File: src/design/hexjac_pkg.sv
// ----------------------------------------------------------------------------
// hexjac_pkg
// Shared types, codes and index tables for the hex8 Jacobian inverse and
// deformation gradient block.
// ----------------------------------------------------------------------------
package hexjac_pkg;

    localparam int COORD_WIDTH_DEF = 32;
    localparam int FRAC_BITS_DEF   = 16;

    localparam logic       CMD_REF   = 1'b0;
    localparam logic       CMD_CUR   = 1'b1;
    localparam logic [2:0] NODE_FIRST = 3'd0;
    localparam logic [2:0] NODE_LAST  = 3'd7;
    localparam logic [3:0] IDX_LAST   = 4'd8;
    localparam logic [1:0] ROW_LAST   = 2'd2;
    localparam logic [1:0] TERM_COF_LAST = 2'd1;
    localparam logic [1:0] TERM_MAT_LAST = 2'd2;

    typedef enum logic [2:0] {
        ST_IDLE,
        ST_MAC_A,
        ST_MAC_B,
        ST_MAC_W,
        ST_CHECK,
        ST_DIV_GO,
        ST_DIV_W,
        ST_EMIT
    } ctrl_state_t;

    typedef enum logic [1:0] {
        PH_COF,
        PH_DET,
        PH_FMUL
    } phase_t;

    typedef struct packed {
        logic       start;
        logic       ld_a;
        logic       a_cof;
        logic       clr_acc;
        logic       ld_b;
        logic       b_inv;
        logic       sub;
        logic [3:0] idx;
        logic       cof_wr;
        logic       det_wr;
        logic       det_out_wr;
        logic       div_start;
        logic       inv_wr;
        logic       set_valid;
        logic       ref_fail;
        logic       miss;
        logic       fres_wr;
        logic       sums_clr;
        logic       shift_rows;
    } dp_cmd_t;

    typedef struct packed {
        logic mac_busy;
        logic div_busy;
        logic det_zero;
        logic ref_valid;
    } dp_stat_t;

    // cofactor k = s[a0]*s[b0] - s[a1]*s[b1]
    function automatic logic [3:0] cof_src_a(input logic [3:0] k, input logic second);
        logic [3:0] r;
        r = '0;
        case (k)
            4'd0: r = second ? 4'd5 : 4'd4;
            4'd1: r = second ? 4'd1 : 4'd2;
            4'd2: r = second ? 4'd2 : 4'd1;
            4'd3: r = second ? 4'd3 : 4'd5;
            4'd4: r = second ? 4'd2 : 4'd0;
            4'd5: r = second ? 4'd0 : 4'd2;
            4'd6: r = second ? 4'd4 : 4'd3;
            4'd7: r = second ? 4'd0 : 4'd1;
            4'd8: r = second ? 4'd1 : 4'd0;
            default: r = '0;
        endcase
        return r;
    endfunction

    function automatic logic [3:0] cof_src_b(input logic [3:0] k, input logic second);
        logic [3:0] r;
        r = '0;
        case (k)
            4'd0: r = second ? 4'd7 : 4'd8;
            4'd1: r = second ? 4'd8 : 4'd7;
            4'd2: r = second ? 4'd4 : 4'd5;
            4'd3: r = second ? 4'd8 : 4'd6;
            4'd4: r = second ? 4'd6 : 4'd8;
            4'd5: r = second ? 4'd5 : 4'd3;
            4'd6: r = second ? 4'd6 : 4'd7;
            4'd7: r = second ? 4'd7 : 4'd6;
            4'd8: r = second ? 4'd3 : 4'd4;
            default: r = '0;
        endcase
        return r;
    endfunction

    function automatic logic [1:0] row_of(input logic [3:0] e);
        logic [1:0] r;
        r = '0;
        case (e)
            4'd0, 4'd1, 4'd2: r = 2'd0;
            4'd3, 4'd4, 4'd5: r = 2'd1;
            4'd6, 4'd7, 4'd8: r = 2'd2;
            default: r = '0;
        endcase
        return r;
    endfunction

    function automatic logic [1:0] col_of(input logic [3:0] e);
        logic [1:0] r;
        r = '0;
        case (e)
            4'd0, 4'd3, 4'd6: r = 2'd0;
            4'd1, 4'd4, 4'd7: r = 2'd1;
            4'd2, 4'd5, 4'd8: r = 2'd2;
            default: r = '0;
        endcase
        return r;
    endfunction

endpackage

File: src/design/hexjac_ctrl.sv
// ----------------------------------------------------------------------------
// hexjac_ctrl
// Controller: sequences cofactors, determinant, divisions or the gradient
// products on the datapath, then hands out the three result rows.
// ----------------------------------------------------------------------------
module hexjac_ctrl (
    input  logic                 clk,
    input  logic                 rst_n,
    input  logic                 in_valid,
    input  logic                 command,
    input  logic [2:0]           node_index,
    input  logic                 out_ready,
    input  hexjac_pkg::dp_stat_t stat,
    output logic                 in_ready,
    output logic                 out_valid,
    output logic [1:0]           row_index,
    output logic                 last_row,
    output hexjac_pkg::dp_cmd_t  cmd
);
    import hexjac_pkg::*;

    ctrl_state_t state_reg, state_next;
    phase_t      phase_reg, phase_next;
    logic [3:0]  idx_reg, idx_next;
    logic [1:0]  term_reg, term_next;
    logic [1:0]  row_reg, row_next;

    logic [3:0]  term3;
    logic [1:0]  term_last;

    assign term3     = 4'({2'b00, term_reg} * 4'd3);
    assign term_last = (phase_reg == PH_COF) ? TERM_COF_LAST : TERM_MAT_LAST;

    always_ff @(posedge clk or negedge rst_n)
    begin
        if (!rst_n)
        begin
            state_reg <= ST_IDLE;
            phase_reg <= PH_COF;
            idx_reg   <= '0;
            term_reg  <= '0;
            row_reg   <= '0;
        end
        else
        begin
            state_reg <= state_next;
            phase_reg <= phase_next;
            idx_reg   <= idx_next;
            term_reg  <= term_next;
            row_reg   <= row_next;
        end
    end

    always_comb
    begin
        state_next = state_reg;
        phase_next = phase_reg;
        idx_next   = idx_reg;
        term_next  = term_reg;
        row_next   = row_reg;
        cmd        = '0;
        in_ready   = 1'b0;
        out_valid  = 1'b0;

        unique case (state_reg)
            ST_IDLE:
            begin
                in_ready = 1'b1;
                if (in_valid && node_index == NODE_LAST)
                begin
                    cmd.start = 1'b1;
                    idx_next  = '0;
                    term_next = '0;
                    row_next  = '0;
                    if (command == CMD_REF)
                    begin
                        phase_next = PH_COF;
                        state_next = ST_MAC_A;
                    end
                    else if (!stat.ref_valid)
                    begin
                        cmd.miss     = 1'b1;
                        cmd.sums_clr = 1'b1;
                        state_next   = ST_EMIT;
                    end
                    else
                    begin
                        phase_next = PH_FMUL;
                        state_next = ST_MAC_A;
                    end
                end
            end

            ST_MAC_A:
            begin
                cmd.ld_a    = 1'b1;
                cmd.clr_acc = (term_reg == 2'd0);
                unique case (phase_reg)
                    PH_COF:
                    begin
                        cmd.idx = cof_src_a(idx_reg, term_reg[0]);
                    end
                    PH_DET:
                    begin
                        cmd.a_cof = 1'b1;
                        cmd.idx   = term3;
                    end
                    PH_FMUL:
                    begin
                        cmd.idx = term3 + {2'b00, row_of(idx_reg)};
                    end
                    default:
                    begin
                        cmd.idx = '0;
                    end
                endcase
                state_next = ST_MAC_B;
            end

            ST_MAC_B:
            begin
                cmd.ld_b = 1'b1;
                unique case (phase_reg)
                    PH_COF:
                    begin
                        cmd.idx = cof_src_b(idx_reg, term_reg[0]);
                        cmd.sub = term_reg[0];
                    end
                    PH_DET:
                    begin
                        cmd.idx = {2'b00, term_reg};
                    end
                    PH_FMUL:
                    begin
                        cmd.b_inv = 1'b1;
                        cmd.idx   = term3 + {2'b00, col_of(idx_reg)};
                    end
                    default:
                    begin
                        cmd.idx = '0;
                    end
                endcase
                state_next = ST_MAC_W;
            end

            ST_MAC_W:
            begin
                if (!stat.mac_busy)
                begin
                    if (term_reg != term_last)
                    begin
                        term_next  = term_reg + 2'd1;
                        state_next = ST_MAC_A;
                    end
                    else
                    begin
                        term_next = '0;
                        cmd.idx   = idx_reg;
                        unique case (phase_reg)
                            PH_COF:
                            begin
                                cmd.cof_wr = 1'b1;
                                state_next = ST_MAC_A;
                                if (idx_reg == IDX_LAST)
                                begin
                                    phase_next = PH_DET;
                                    idx_next   = '0;
                                end
                                else
                                begin
                                    idx_next = idx_reg + 4'd1;
                                end
                            end
                            PH_DET:
                            begin
                                cmd.det_wr = 1'b1;
                                state_next = ST_CHECK;
                            end
                            PH_FMUL:
                            begin
                                cmd.fres_wr = 1'b1;
                                if (idx_reg == IDX_LAST)
                                begin
                                    cmd.sums_clr = 1'b1;
                                    state_next   = ST_EMIT;
                                end
                                else
                                begin
                                    idx_next   = idx_reg + 4'd1;
                                    state_next = ST_MAC_A;
                                end
                            end
                            default:
                            begin
                                state_next = ST_IDLE;
                            end
                        endcase
                    end
                end
            end

            ST_CHECK:
            begin
                if (stat.det_zero)
                begin
                    cmd.ref_fail = 1'b1;
                    cmd.sums_clr = 1'b1;
                    state_next   = ST_EMIT;
                end
                else
                begin
                    cmd.det_out_wr = 1'b1;
                    idx_next       = '0;
                    state_next     = ST_DIV_GO;
                end
            end

            ST_DIV_GO:
            begin
                cmd.div_start = 1'b1;
                cmd.idx       = idx_reg;
                state_next    = ST_DIV_W;
            end

            ST_DIV_W:
            begin
                if (!stat.div_busy)
                begin
                    cmd.inv_wr = 1'b1;
                    cmd.idx    = idx_reg;
                    if (idx_reg == IDX_LAST)
                    begin
                        cmd.set_valid = 1'b1;
                        cmd.sums_clr  = 1'b1;
                        state_next    = ST_EMIT;
                    end
                    else
                    begin
                        idx_next   = idx_reg + 4'd1;
                        state_next = ST_DIV_GO;
                    end
                end
            end

            ST_EMIT:
            begin
                out_valid = 1'b1;
                // accumulation of the next element may go on, its last node waits
                in_ready  = (node_index != NODE_LAST);
                if (out_ready)
                begin
                    cmd.shift_rows = 1'b1;
                    if (row_reg == ROW_LAST)
                    begin
                        row_next   = '0;
                        state_next = ST_IDLE;
                    end
                    else
                    begin
                        row_next = row_reg + 2'd1;
                    end
                end
            end

            default:
            begin
                state_next = ST_IDLE;
            end
        endcase
    end

    assign row_index = row_reg;
    assign last_row  = (row_reg == ROW_LAST);

endmodule

File: config.mk
export PLATFORM = sky130hd
export DESIGN_NAME = hexjac_ctrl
export DESIGN_NICKNAME = d
export VERILOG_FILES = /design/src/design/hexjac_pkg.sv /design/src/design/hexjac_ctrl.sv
export SDC_FILE = /design/constraint.sdc
export NUM_CORES = 1
export LEC_CHECK = 0
export BUFFER_PORTS_ARGS = -buffer_cell sky130_fd_sc_hd__buf_2
export CAP_MARGIN = 30
export CORE_MARGIN = 1.5
export CORE_UTILIZATION = 40
export CTS_BUF_LIST = sky130_fd_sc_hd__clkbuf_16
export DETAILED_ROUTE_END_ITERATION = 12
export GPL_TIMING_DRIVEN = 1
export MAX_ROUTING_LAYER = met4
export SLEW_MARGIN = 20
export SYNTH_ARGS = -nofsm -noshare
export SYNTH_HDL_FRONTEND = slang
export SYNTH_SLANG_ARGS = --single-unit
export TNS_END_PERCENT = 50
File: constraint.sdc
create_clock -name clk -period 4.4 [get_ports clk]
set_input_delay 0 -clock clk [delete_from_list [all_inputs] [get_ports clk]]
set_output_delay 0 -clock clk [all_outputs]
set_load 0.01 [all_outputs]
==> results.py <==
metrics = {
    "status": {
        "status": "completed",
    },
    "sta": {
        "final_min_period_over_clock_period_pct": 74.2,
        "timing_max_transition_violations_final": 0,
        "relSlewSlack_pct": 58.2,
        "rsz0062_at_grt": "no",
        "layout_setup_ws_ns": 1.14,
        "timing.fmax_ghz": 0.306,
        "fin_setup_tns_ns": 0,
        "transition_time_of_the_tightest_slew_check_pin_ns": 0.627,
        "layout_min_cycle_time_ns": 3.26,
        "finClkSkew_ns": 0.00354,
        "setup_viol": 0,
        "final_hold_viol_count": 0,
    },
    "power": {
        "total_switching_power_mw": 0.751,
        "comb_power_share_pct": 66.8,
        "power.internal_mw": 0.685,
        "power.total_mw": 1.44,
        "power-per-cell-area_nw_per_um2": 698,
        "power_leakage_nw": 1.02,
        "power.ir.vdd_worst_mv": 0.347,
        "sw_frac_of_total_pct": 52.3,
        "clock_power_share_pct": 11.9,
        "seq_power_share_pct": 21.3,
    },
    "clock_network": {
        "htree_num_levels": 1,
        "cts.clk_slew.worst_paths_ns": 0.05,
        "tritoncts": "built",
        "ctsLongestPathBuffers": 2,
        "cts.repair_timing.setup_buffer_count": 0,
        "tritoncts_num_sinks": 13,
        "clk_root_buffer_cell": "clkbuf_16",
        "worst_skew_pair.late_latency_ns": 0.24,
        "cts_made_buffers": 3,
    },
    "drt": {
        "iteration_0_drc_count_of_the_detailed_router": 227,
        "detail_route.first_pass.iterations": 4,
        "vias_per_cell": 5.99,
        "remaining_drc_errors": 0,
        "routed_wire_length_per_instance_um": 16.2,
        "wirelength_um": 5210,
        "ant_nets": 0,
        "route.vias.total": 1929,
    },
    "synth": {
        "synthesis.area_per_instance_um2": 7.39,
        "synthDistinctLibCells": 61,
        "postSynth.topFlopCell": "dfrtp_1",
        "async_sr_flop_fraction_pct": 100,
        "synth.net_count": 267,
        "post_synthesis_sequential_element_count": 13,
        "postSynthCellCount": 240,
        "yosysSeqAreaShare_pct": 18.3,
        "synth_enable_flop_cells": 0,
        "yosysWarnings": 0,
        "mappedNetlistArea_um2": 1770,
    },
    "cells_and_area": {
        "seq_area_um2": 325,
        "antenna_cells_inserted": 0,
        "fin_area_um2": 2060,
        "layout-drive-gt1-share_pct": 17.8,
        "multiInputGateArea_um2": 1340,
        "layout.cells.most_common": "buf_2",
        "largest_reg_flops": 4,
        "nNetsFinal": 298,
        "mostFrequentLayoutCells": "buf_2, nand2_1, nor2_1",
        "synthToLayoutAreaGrowth_pct": 15.9,
        "filler_cell_count": 451,
    },
    "global_route": {
        "grt_start_max_net_pins": 23,
        "antenna_found_initial": 0,
        "grt_first_pass_wirelength_um": 8360,
        "gr-usage-all-layers_pct": 21.9,
        "first_global_vias": 1737,
        "total_congestion_overflow": 0,
    },
    "placed_design": {
        "place_congestion": 0.878,
        "pre_cts_setup_slack_ns": 1.42,
        "placedInstanceArea_um2": 1970,
        "i_o_buffers": 38,
        "detailed_place_hpwl_um": 4000,
    },
    "die": {
        "placement_rows": 24,
        "initial_core_util_pct": 41.0,
        "die_h_um": 69.6,
        "die-area_um2": 4840,
        "io-pin-count": 39,
        "floorplan.core_area_um2": 4320,
        "chipWidth_um": 69.6,
    },
    "setup_path": {
        "cp-start-kind": "flip-flop",
        "criticalPathCategory": "reg -> out",
        "worst_ep_required_time_ns": 4.40,
        "highest_fanout_seen_on_the_critical_path": 18,
        "worstSetupEndpointType": "output pin",
        "worst-endpoint-arrival_ns": 3.26,
        "ff2ff_path_depth": 6,
    },
    "hold_path": {
        "worst_hold_class": "in -> reg",
        "hold_path_depth": 3,
    },
    "flow_run": {
        "max_cap_violations": 0,
    },
}
[kinds of logic after synthesis]
kind of cell               Yosys count  synth area share, %
buffers and inverters               27                 6.42
xor gates and xnor gates             4                 1.97
AOI/OAI and AO/OA                   69                 27.2
DFF                                 13                 18.3
adders and majority gates           15                 11.4
muxes                                5                 2.89
and+or+nand+nor                    107                 31.8
[critical path, cell delays in order (launching register included)]
cell	delay, ns
dfrtp_1	0.73
clkinv_1	0.47
ha_1	0.53
fa_1	0.45
xor2_1	0.17
nand2_1	0.10
o221ai_1	0.12
o211ai_1	0.19
o211ai_1	0.11
buf_2	0.16
[power groups by stage]
stage / combinational (mW) / clock [mW] / sequential (mW)
finish: 0.959 / 0.171 / 0.305
global route: 1.06 / 0.181 / 0.320
CTS: 0.954 / 0.175 / 0.302
detailed placement: 0.947 / 0 / 0.304
global placement: 0.940 / 0 / 0.303
floorplan: 0.781 / 0 / 0.226
[final cells by class]
cell class                 count  share of cell area (%)
clock inverter                 1                   0.182
sequential                    13                    15.8
tap                           52                    3.16
multi-input combinational    200                    64.9
inverter                      14                    2.55
clock buffer                   3                    3.65
timing repair buffer          39                    9.73
[through the flow]
stage               hold slack (ns)  instances  util [%]
floorplan                    -0.296        240         -
global placement            -0.0864        317      45.5
detailed placement          -0.0855        317      45.5
CTS                         0.00553        322      47.6
global route                 0.0228        322      47.6
finish                      0.00483        322      47.6
[per-layer routing]
layer | track usage [%] | wire length (um)
met5 | - | 0
met4 | 6.97 | 91
met3 | 2.47 | 294
met2 | 35.4 | 2470
met1 | 28.8 | 2350
[synth_stat cells, types with 2 or more instances]
| library cell | count | area (um^2) |
|---|---|---|
| a21oi_1 | 17 | 85.1 |
| nor2b_1 | 9 | 56.3 |
| a221o_1 | 2 | 20.0 |
| o211ai_1 | 4 | 30.0 |
| a22oi_1 | 2 | 15.0 |
| nor4_1 | 4 | 25.0 |
| nand3_1 | 7 | 35.0 |
| or2_1 | 2 | 12.5 |
| clkbuf_1 | 9 | 33.8 |
| o21ai_0 | 12 | 60.1 |
| xor2_1 | 2 | 17.5 |
| xnor2_1 | 2 | 17.5 |
| a21o_1 | 2 | 15.0 |
| ha_1 | 13 | 163 |
| dfrtp_1 | 13 | 325 |
| nor2_1 | 22 | 82.6 |
| nand4_1 | 2 | 12.5 |
| a21boi_0 | 2 | 15.0 |
| nand2b_1 | 6 | 37.5 |
| or3_1 | 4 | 25.0 |
| inv_1 | 13 | 48.8 |
| o311ai_0 | 2 | 17.5 |
| mux2i_1 | 4 | 40.0 |
| nand2_1 | 25 | 93.8 |
| a211o_1 | 3 | 26.3 |
| nor3_1 | 5 | 25.0 |
| o31a_1 | 2 | 17.5 |
| nand4b_1 | 2 | 17.5 |
| a22o_1 | 2 | 17.5 |
| and2_1 | 3 | 18.8 |
| o21a_1 | 3 | 22.5 |
| a211oi_1 | 3 | 22.5 |
| fa_1 | 2 | 40.0 |
| nor3b_1 | 2 | 15.0 |
| and3_1 | 6 | 37.5 |
| o31ai_1 | 2 | 15.0 |
[path summary, 6_finish.rpt]
path / startpoint / endpoint / slack [ns]
worst max-delay path: term_reg[0] / cmd[13] / 1.14
worst min-delay path: command / phase_reg[1] / 0.005
worst max register to register: term_reg[0] / idx_reg[0] / 1.89
worst min register to register: row_index[1] / row_index[1] / 0.54
max in group asynchronous: rst_n / state_reg[0] / 3.98
min in group asynchronous: rst_n / state_reg[2] / 0.18
[repair_timing]
| item | 4_1_cts | 5_1_grt |
|---|---|---|
| resized for setup | 0 | 0 |
| endpoints found under the hold margin | 13 | 0 |
| hold buffers | 1 | 0 |
(Power assumes the default switching activity.)
